## config.mk

```make
export PLATFORM = sky130hd
export DESIGN_NAME = vmw_isqrt
export DESIGN_NICKNAME = d
export VERILOG_FILES = /design/src/vmw_pkg.sv /design/src/vmw_isqrt.sv
export SDC_FILE = /design/constraint.sdc
export NUM_CORES = 2
export LEC_CHECK = 0
export BUFFER_PORTS_ARGS = -buffer_cell sky130_fd_sc_hd__buf_2
export CORE_ASPECT_RATIO = 0.9
export CORE_UTILIZATION = 64
export CTS_CLUSTER_SIZE = 12
export DETAILED_ROUTE_END_ITERATION = 10
export PLACE_DENSITY = 0.8
export SLEW_MARGIN = 20
export SYNTH_ARGS = -nofsm -noshare
export SYNTH_HDL_FRONTEND = slang
export SYNTH_SLANG_ARGS = --single-unit
```

## constraint.sdc

```tcl
create_clock -name i_clk -period 5.3 [get_ports i_clk]
set_input_delay 0.265 -clock i_clk [delete_from_list [all_inputs] [get_ports i_clk]]
set_output_delay 0.265 -clock i_clk [all_outputs]
set_load 0.02 [all_outputs]
```

## src/vmw_pkg.sv

```systemverilog
// Shared constants for the vertex model-to-world transform: register indexes,
// fixed field widths of the matrix, offset and normalization datapaths.
// No dependencies.
`default_nettype none

package vmw_pkg;

    // Configuration port.
    localparam int CFG_IDX_W = 3;
    localparam int CFG_W     = 48;

    localparam logic [CFG_IDX_W-1:0] CFG_ROT_X = 3'd0;
    localparam logic [CFG_IDX_W-1:0] CFG_ROT_Y = 3'd1;
    localparam logic [CFG_IDX_W-1:0] CFG_ROT_Z = 3'd2;
    localparam logic [CFG_IDX_W-1:0] CFG_OFF_X = 3'd3;
    localparam logic [CFG_IDX_W-1:0] CFG_OFF_Y = 3'd4;
    localparam logic [CFG_IDX_W-1:0] CFG_OFF_Z = 3'd5;

    // Matrix entries are signed Q2.14, three to a row register.
    localparam int MAT_W    = 16;
    localparam int MAT_FRAC = 14;
    localparam int OFF_W    = 32;

    // Identity matrix rows after reset.
    localparam logic [CFG_W-1:0] ROT_X_RST = 48'h0000_0000_4000;
    localparam logic [CFG_W-1:0] ROT_Y_RST = 48'h0000_4000_0000;
    localparam logic [CFG_W-1:0] ROT_Z_RST = 48'h4000_0000_0000;

    // Normalized magnitudes have their largest member in [2^29, 2^30).
    localparam int NRM_TOP = 29;
    localparam int NRM_W   = 30;
    localparam int SQ_W    = 2 * NRM_W;
    localparam int RAD_W   = 62;
    localparam int ROOT_W  = 31;

endpackage

`default_nettype wire

```

## src/vmw_isqrt.sv

```systemverilog
// Pipelined integer square root, one result bit per register stage.
// Depends on vmw_pkg for the radicand and root widths.
`default_nettype none

module vmw_isqrt
    import vmw_pkg::*;
#(
    parameter int SIDE_W = 8
) (
    input  logic              i_clk,
    input  logic              i_rst_n,
    input  logic              i_en,
    input  logic              i_valid,
    input  logic [RAD_W-1:0]  i_rad,
    input  logic [SIDE_W-1:0] i_side,
    output logic              o_valid,
    output logic [ROOT_W-1:0] o_root,
    output logic [SIDE_W-1:0] o_side
);

    localparam int STEPS = ROOT_W;

    logic [RAD_W-1:0]  r_rem  [STEPS];
    logic [RAD_W-1:0]  r_res  [STEPS];
    logic [SIDE_W-1:0] r_side [STEPS];
    logic [STEPS-1:0]  r_vld;

    for (genvar g = 0; g < STEPS; g++) begin : g_step
        localparam logic [RAD_W-1:0] Bit = RAD_W'(1) << (2 * (STEPS - 1 - g));
        logic [RAD_W-1:0]  rem_in;
        logic [RAD_W-1:0]  res_in;
        logic [RAD_W-1:0]  trial;
        logic [SIDE_W-1:0] side_in;
        logic              vld_in;

        if (g == 0) begin : g_first
            assign rem_in  = i_rad;
            assign res_in  = '0;
            assign side_in = i_side;
            assign vld_in  = i_valid;
        end else begin : g_next
            assign rem_in  = r_rem[g-1];
            assign res_in  = r_res[g-1];
            assign side_in = r_side[g-1];
            assign vld_in  = r_vld[g-1];
        end

        assign trial = res_in + Bit;

        always_ff @(posedge i_clk) begin
            if (i_en) begin
                if (rem_in >= trial) begin
                    r_rem[g] <= rem_in - trial;
                    r_res[g] <= (res_in >> 1) + Bit;
                end else begin
                    r_rem[g] <= rem_in;
                    r_res[g] <= res_in >> 1;
                end
                r_side[g] <= side_in;
            end
        end

        always_ff @(posedge i_clk) begin
            if (!i_rst_n) begin
                r_vld[g] <= 1'b0;
            end else if (i_en) begin
                r_vld[g] <= vld_in;
            end
        end
    end

    assign o_valid = r_vld[STEPS-1];
    assign o_root  = r_res[STEPS-1][ROOT_W-1:0];
    assign o_side  = r_side[STEPS-1];

endmodule

`default_nettype wire

```

* Yosys cells after proc, flatten, opt, wreduce, memory -nomap -nowiden
Memory sizes are Yosys's and may differ from the RTL's.
Cells that the tools add are included.
** Storage, ports and cells
- Memory bits (writable) :: 4092
- Flip-flop bits (word level) :: 31
- Logic and storage cells :: 468
- Memories kept :: 3
- Output and inout port bits :: 40
** Operators by class
- Bitwise logic cells :: 62
- Add/subtract/negate cells :: 91
- Muxes and demuxes :: 250
- Magnitude comparators :: 31
** Memory list
- r_rem :: depth 31, bits a word 62, rd ports 30, clocked after memory_dff 0, wr ports 31, RTL line vmw_isqrt.sv:23 : logic [RAD_W-1:0] r_rem [STEPS];
- r_res :: depth 31, bits a word 62, rd ports 31, clocked after memory_dff 0, wr ports 31, RTL line vmw_isqrt.sv:24 : logic [RAD_W-1:0] r_res [STEPS];
- r_side :: depth 31, bits a word 8, rd ports 31, clocked after memory_dff 0, wr ports 31, RTL line vmw_isqrt.sv:25 : logic [SIDE_W-1:0] r_side [STEPS];
** Operators by type and width (count)
- two-way mux 62 bit :: 62
- >= comparator 62 bit :: 30
- subtractor 62 bit :: 30
- two-way mux 1 bit :: 188
- adder 61 x 1 -> 62 bit, second input constant :: 1
- adder 61 x 11 -> 62 bit, second input constant :: 1
- adder 61 x 13 -> 62 bit, second input constant :: 1
- adder 61 x 15 -> 62 bit, second input constant :: 1
- adder 61 x 17 -> 62 bit, second input constant :: 1
- adder 61 x 19 -> 62 bit, second input constant :: 1
- adder 61 x 21 -> 62 bit, second input constant :: 1
- adder 61 x 23 -> 62 bit, second input constant :: 1
- adder 61 x 25 -> 62 bit, second input constant :: 1
- adder 61 x 27 -> 62 bit, second input constant :: 1
- adder 61 x 29 -> 62 bit, second input constant :: 1
- adder 61 x 3 -> 62 bit, second input constant :: 1
- adder 61 x 31 -> 62 bit, second input constant :: 1
- adder 61 x 33 -> 62 bit, second input constant :: 1
- adder 61 x 35 -> 62 bit, second input constant :: 1
- adder 61 x 37 -> 62 bit, second input constant :: 1
- adder 61 x 39 -> 62 bit, second input constant :: 1
- adder 61 x 41 -> 62 bit, second input constant :: 1
- adder 61 x 43 -> 62 bit, second input constant :: 1
- adder 61 x 45 -> 62 bit, second input constant :: 1
- 43 further kinds :: 104

* Logic depth before layout (Yosys ltp)
An unclocked memory read counts as a cell.
- Depth after elaboration :: 7
- Mapped depth :: 15
- Gate-level depth less buffers :: 12

* Least setup slack after synthesis
Ideal clock, no wire load.
- Path type :: in2reg
- From :: input i_en
- To :: memory r_rem[29][0], enable pin
- Stages on the path :: 3
- Data required time :: 4817 ps
- Path buffers :: 3
- Library setup time :: 483 ps
- Path slack :: 1479 ps
- Data arrival time :: 3337 ps
- Cells stage by stage :: clkbuf_1 clkbuf_1 clkbuf_1
** RTL lines
- from (decl) :: RTL line vmw_isqrt.sv:12 : input logic i_en,
- to (decl) :: RTL line vmw_isqrt.sv:23

==> flow_summary_export.csv <==
group,metric,value,unit
grt,grt.total_usage,33.02,%
critical_path,crit_buf_inv,0,
power,power_leakage,50.32,nW
detailed_routing,via_per_inst,6.480,
synth,synth_fp_nets,10270,
detailed_routing,routed_wl,324.8,mm
critical_path,slowest_delay,720,ps
cts,post_cts_resized,0,
synth,synth_edf_count,2604,
detailed_routing,drt_first_pass_iters,10,
detailed_routing,drc,6,
synth,syn_area_per_cell,12.72,sq um
synth,synth_top_flop_cell,"edfxtp_1",
detailed_routing,ant_nets,0,
cts,h-tree-depth,5,
timing,finalHoldViolCount,0,
finish,final_common_cell,"edfxtp_1",
cts,cts_root_buf,"clkbuf_16",
power,ir_worst_vdd,371.7,uV
critical_path,crit_family,"simple AND/OR/NAND/NOR gates",
finish,stdcell_count,12660,
finish,final_area,135700,sq um
timing,whs,50.47,ps
timing,finClkSkew,100.6,ps
place,gp_congestion,0.9710,
synth,ys_types,91,
timing,fin_crit,4539,ps
grt,grt_antenna_before_repair,12,
grt,grt_pass1_vias,78290,
floorplanning,die_w,464.2,um
critical_path,critical_path_class,"flop to flop",
cts,clk_pin_slew_worst_paths,60,ps
outcome,violations,"DRC",
cts,clk_latency,940,ps
floorplanning,num_io_pins,114,
floorplanning,die_area,194000,sq um
place,dpl.hpwl,228.7,mm
cts,cts_buffers,288,
timing,grt_setup_unrepaired,"no",
finish,final_cell_mix,"edfxtp_1, nand2_1, inv_1",
place,place_area,126700,sq um
place,numPortBuffers,113,
timing,slew_violations,0,
floorplanning,initial_core_util,64.50,%
critical_path,cp-start-kind,"flop",
synth,syn_inst,9673,
place,placed_cells,12170,
finish,multiInputGateArea,41040,sq um
flow_run,cap_violations,0,
outcome,outcome,"finished, violations left",
cts,numClockSinks,2635,
critical_path,crit_chain,"ha_1 -> nand2_1 -> or4_1 -> nand2b_1 -> a211o_1 -> a31oi_1 -> a21boi_4 -> nor2_1 -> nand4_1 -> xnor2_1",
timing,worst_pin_slew,1212,ps
synth,synth_seq_cells,2635,
critical_path,path_max_fanout,13,
critical_path,cp.arrival,5190,ps
synth,ys_seq_area_share,64.06,%
critical_path,endpoint_kind,"flop",
cts,cts_tree,"done",
synth,netlist_area,123000,sq um
timing,tns,0,ps
floorplanning,rows,152,
finish,register_area,78820,sq um
finish,drive_above_1_share,6.503,%
power,power_density,429.9,nW/um^2
timing,setup_violations,0,
finish,final_nets,10600,
synth,yosys_warnings,0,
hold_path,hp-class,"primary input to flop",
critical_path,required,5950,ps
grt,grt_overflow,0,
cts,post_cts_buffers,0,
finish,nFillCells,12440,
timing,timing.fmax,220.3,MHz
detailed_routing,drt_iter0_drc,10550,
grt,grt_max_degree,202,
floorplanning,die_y,417.9,um
finish,final_util,71.13,%
detailed_routing,vias,82040,
critical_path,cpMaxStageDelayCell,"nor2_1",
timing,slew_headroom,17.13,%
floorplanning,core,190800,sq um
timing,final.period_utilization,85.64,%
cts,ctsHoldBuffers,79,
detailed_routing,wl_per_cell,25.66,um
cts,clockBufferDepth,4,
grt,grt_pass1_wl,483.4,mm
synth,async_flop_share,0,%
finish,area_growth,10.28,%
[path summary, 6_finish.rpt]
path | startpoint | endpoint | slack [ps] | depth (start not counted)
worst min-delay path | i_side[4] | r_side[0][4] | 50 | 2
worst max-delay path | r_rem[25][23] | r_rem[26][57] | 760 | 10
worst min register to register | r_side[1][93] | r_side[1][101] | 330 | 0
worst max register to register | r_rem[25][23] | r_rem[26][57] | 760 | 10
[layer usage]
layer | global-route usage (%) | vias up | share of wire, %
met3 | 6.090 | 643 | 9.4
met2 | 51.58 | 4357 | 46
met4 | 9.533 | 6 | 2.9
met5 | 0 | - | 0.012
li1 | - | 36950 | -
met1 | 47.60 | 40080 | 42
[cell type report]
| class | instances | area share, % |
|---|---|---|
| diodes | 1 | 0.001844 |
| clock inverters | 73 | 0.4141 |
| inverters | 644 | 1.782 |
| clock buffers | 335 | 5.569 |
| multi-input cells | 6163 | 30.25 |
| well taps | 2541 | 2.343 |
| flip-flops and latches | 2635 | 58.09 |
| repair buffers | 268 | 1.553 |
[logic make-up after synthesis]
| family | after synthesis | synth area share [%] |
|---|---|---|
| muxes | 78 | 0.6712 |
| AOI/OAI and AO/OA | 1751 | 8.749 |
| xor gates and xnor gates | 831 | 5.916 |
| and+or+nand+nor | 2978 | 12.58 |
| adders and majority gates | 525 | 5.339 |
| buffers and inverters | 875 | 2.680 |
| DFF | 2635 | 64.06 |
[where the power goes]
group	switching (mW)	internal [mW]	leakage, nW	total (mW)
Combinational	7.28	4.47	21.0	11.7
Clock	7.92	10.4	3.97	18.3
Sequential	2.16	26.1	25.3	28.3
[state kept, by name, summed over array words and instances, names as in the netlist]
register	cells
g_step.vld_in	30
o_valid	1
r_rem	1860
r_res	496
r_side	248
[per-stage QoR]
step	total power [mW]	setup slack (ps)
3_5_place_dp	39.90	863.0
6_report	58.33	760.8
2_1_floorplan	35.90	1479
3_3_place_gp	39.69	943.7
5_1_grt	60.47	426.1
4_1_cts	58.11	806.6
[synthesized netlist by cell type (64+ instances only)]
cell	instances	share of area (%)
a21oi_1	452	1.8
nor2b_1	98	0.50
xor2_1	448	3.2
nand3_1	164	0.67
a21o_1	215	1.3
nand2_1	768	2.3
or3_1	109	0.55
xnor2_1	383	2.7
o21ai_0	584	2.4
or4_1	71	0.43
nor2_1	504	1.5
nor3_1	288	1.2
edfxtp_1	2604	64
nand4_1	167	0.85
nand2b_1	100	0.51
o21a_1	71	0.43
inv_1	641	2.0
nor4_1	388	2.0
ha_1	525	5.3
clkbuf_1	217	0.66
nor4b_1	64	0.46
(Power assumes the default switching activity.)
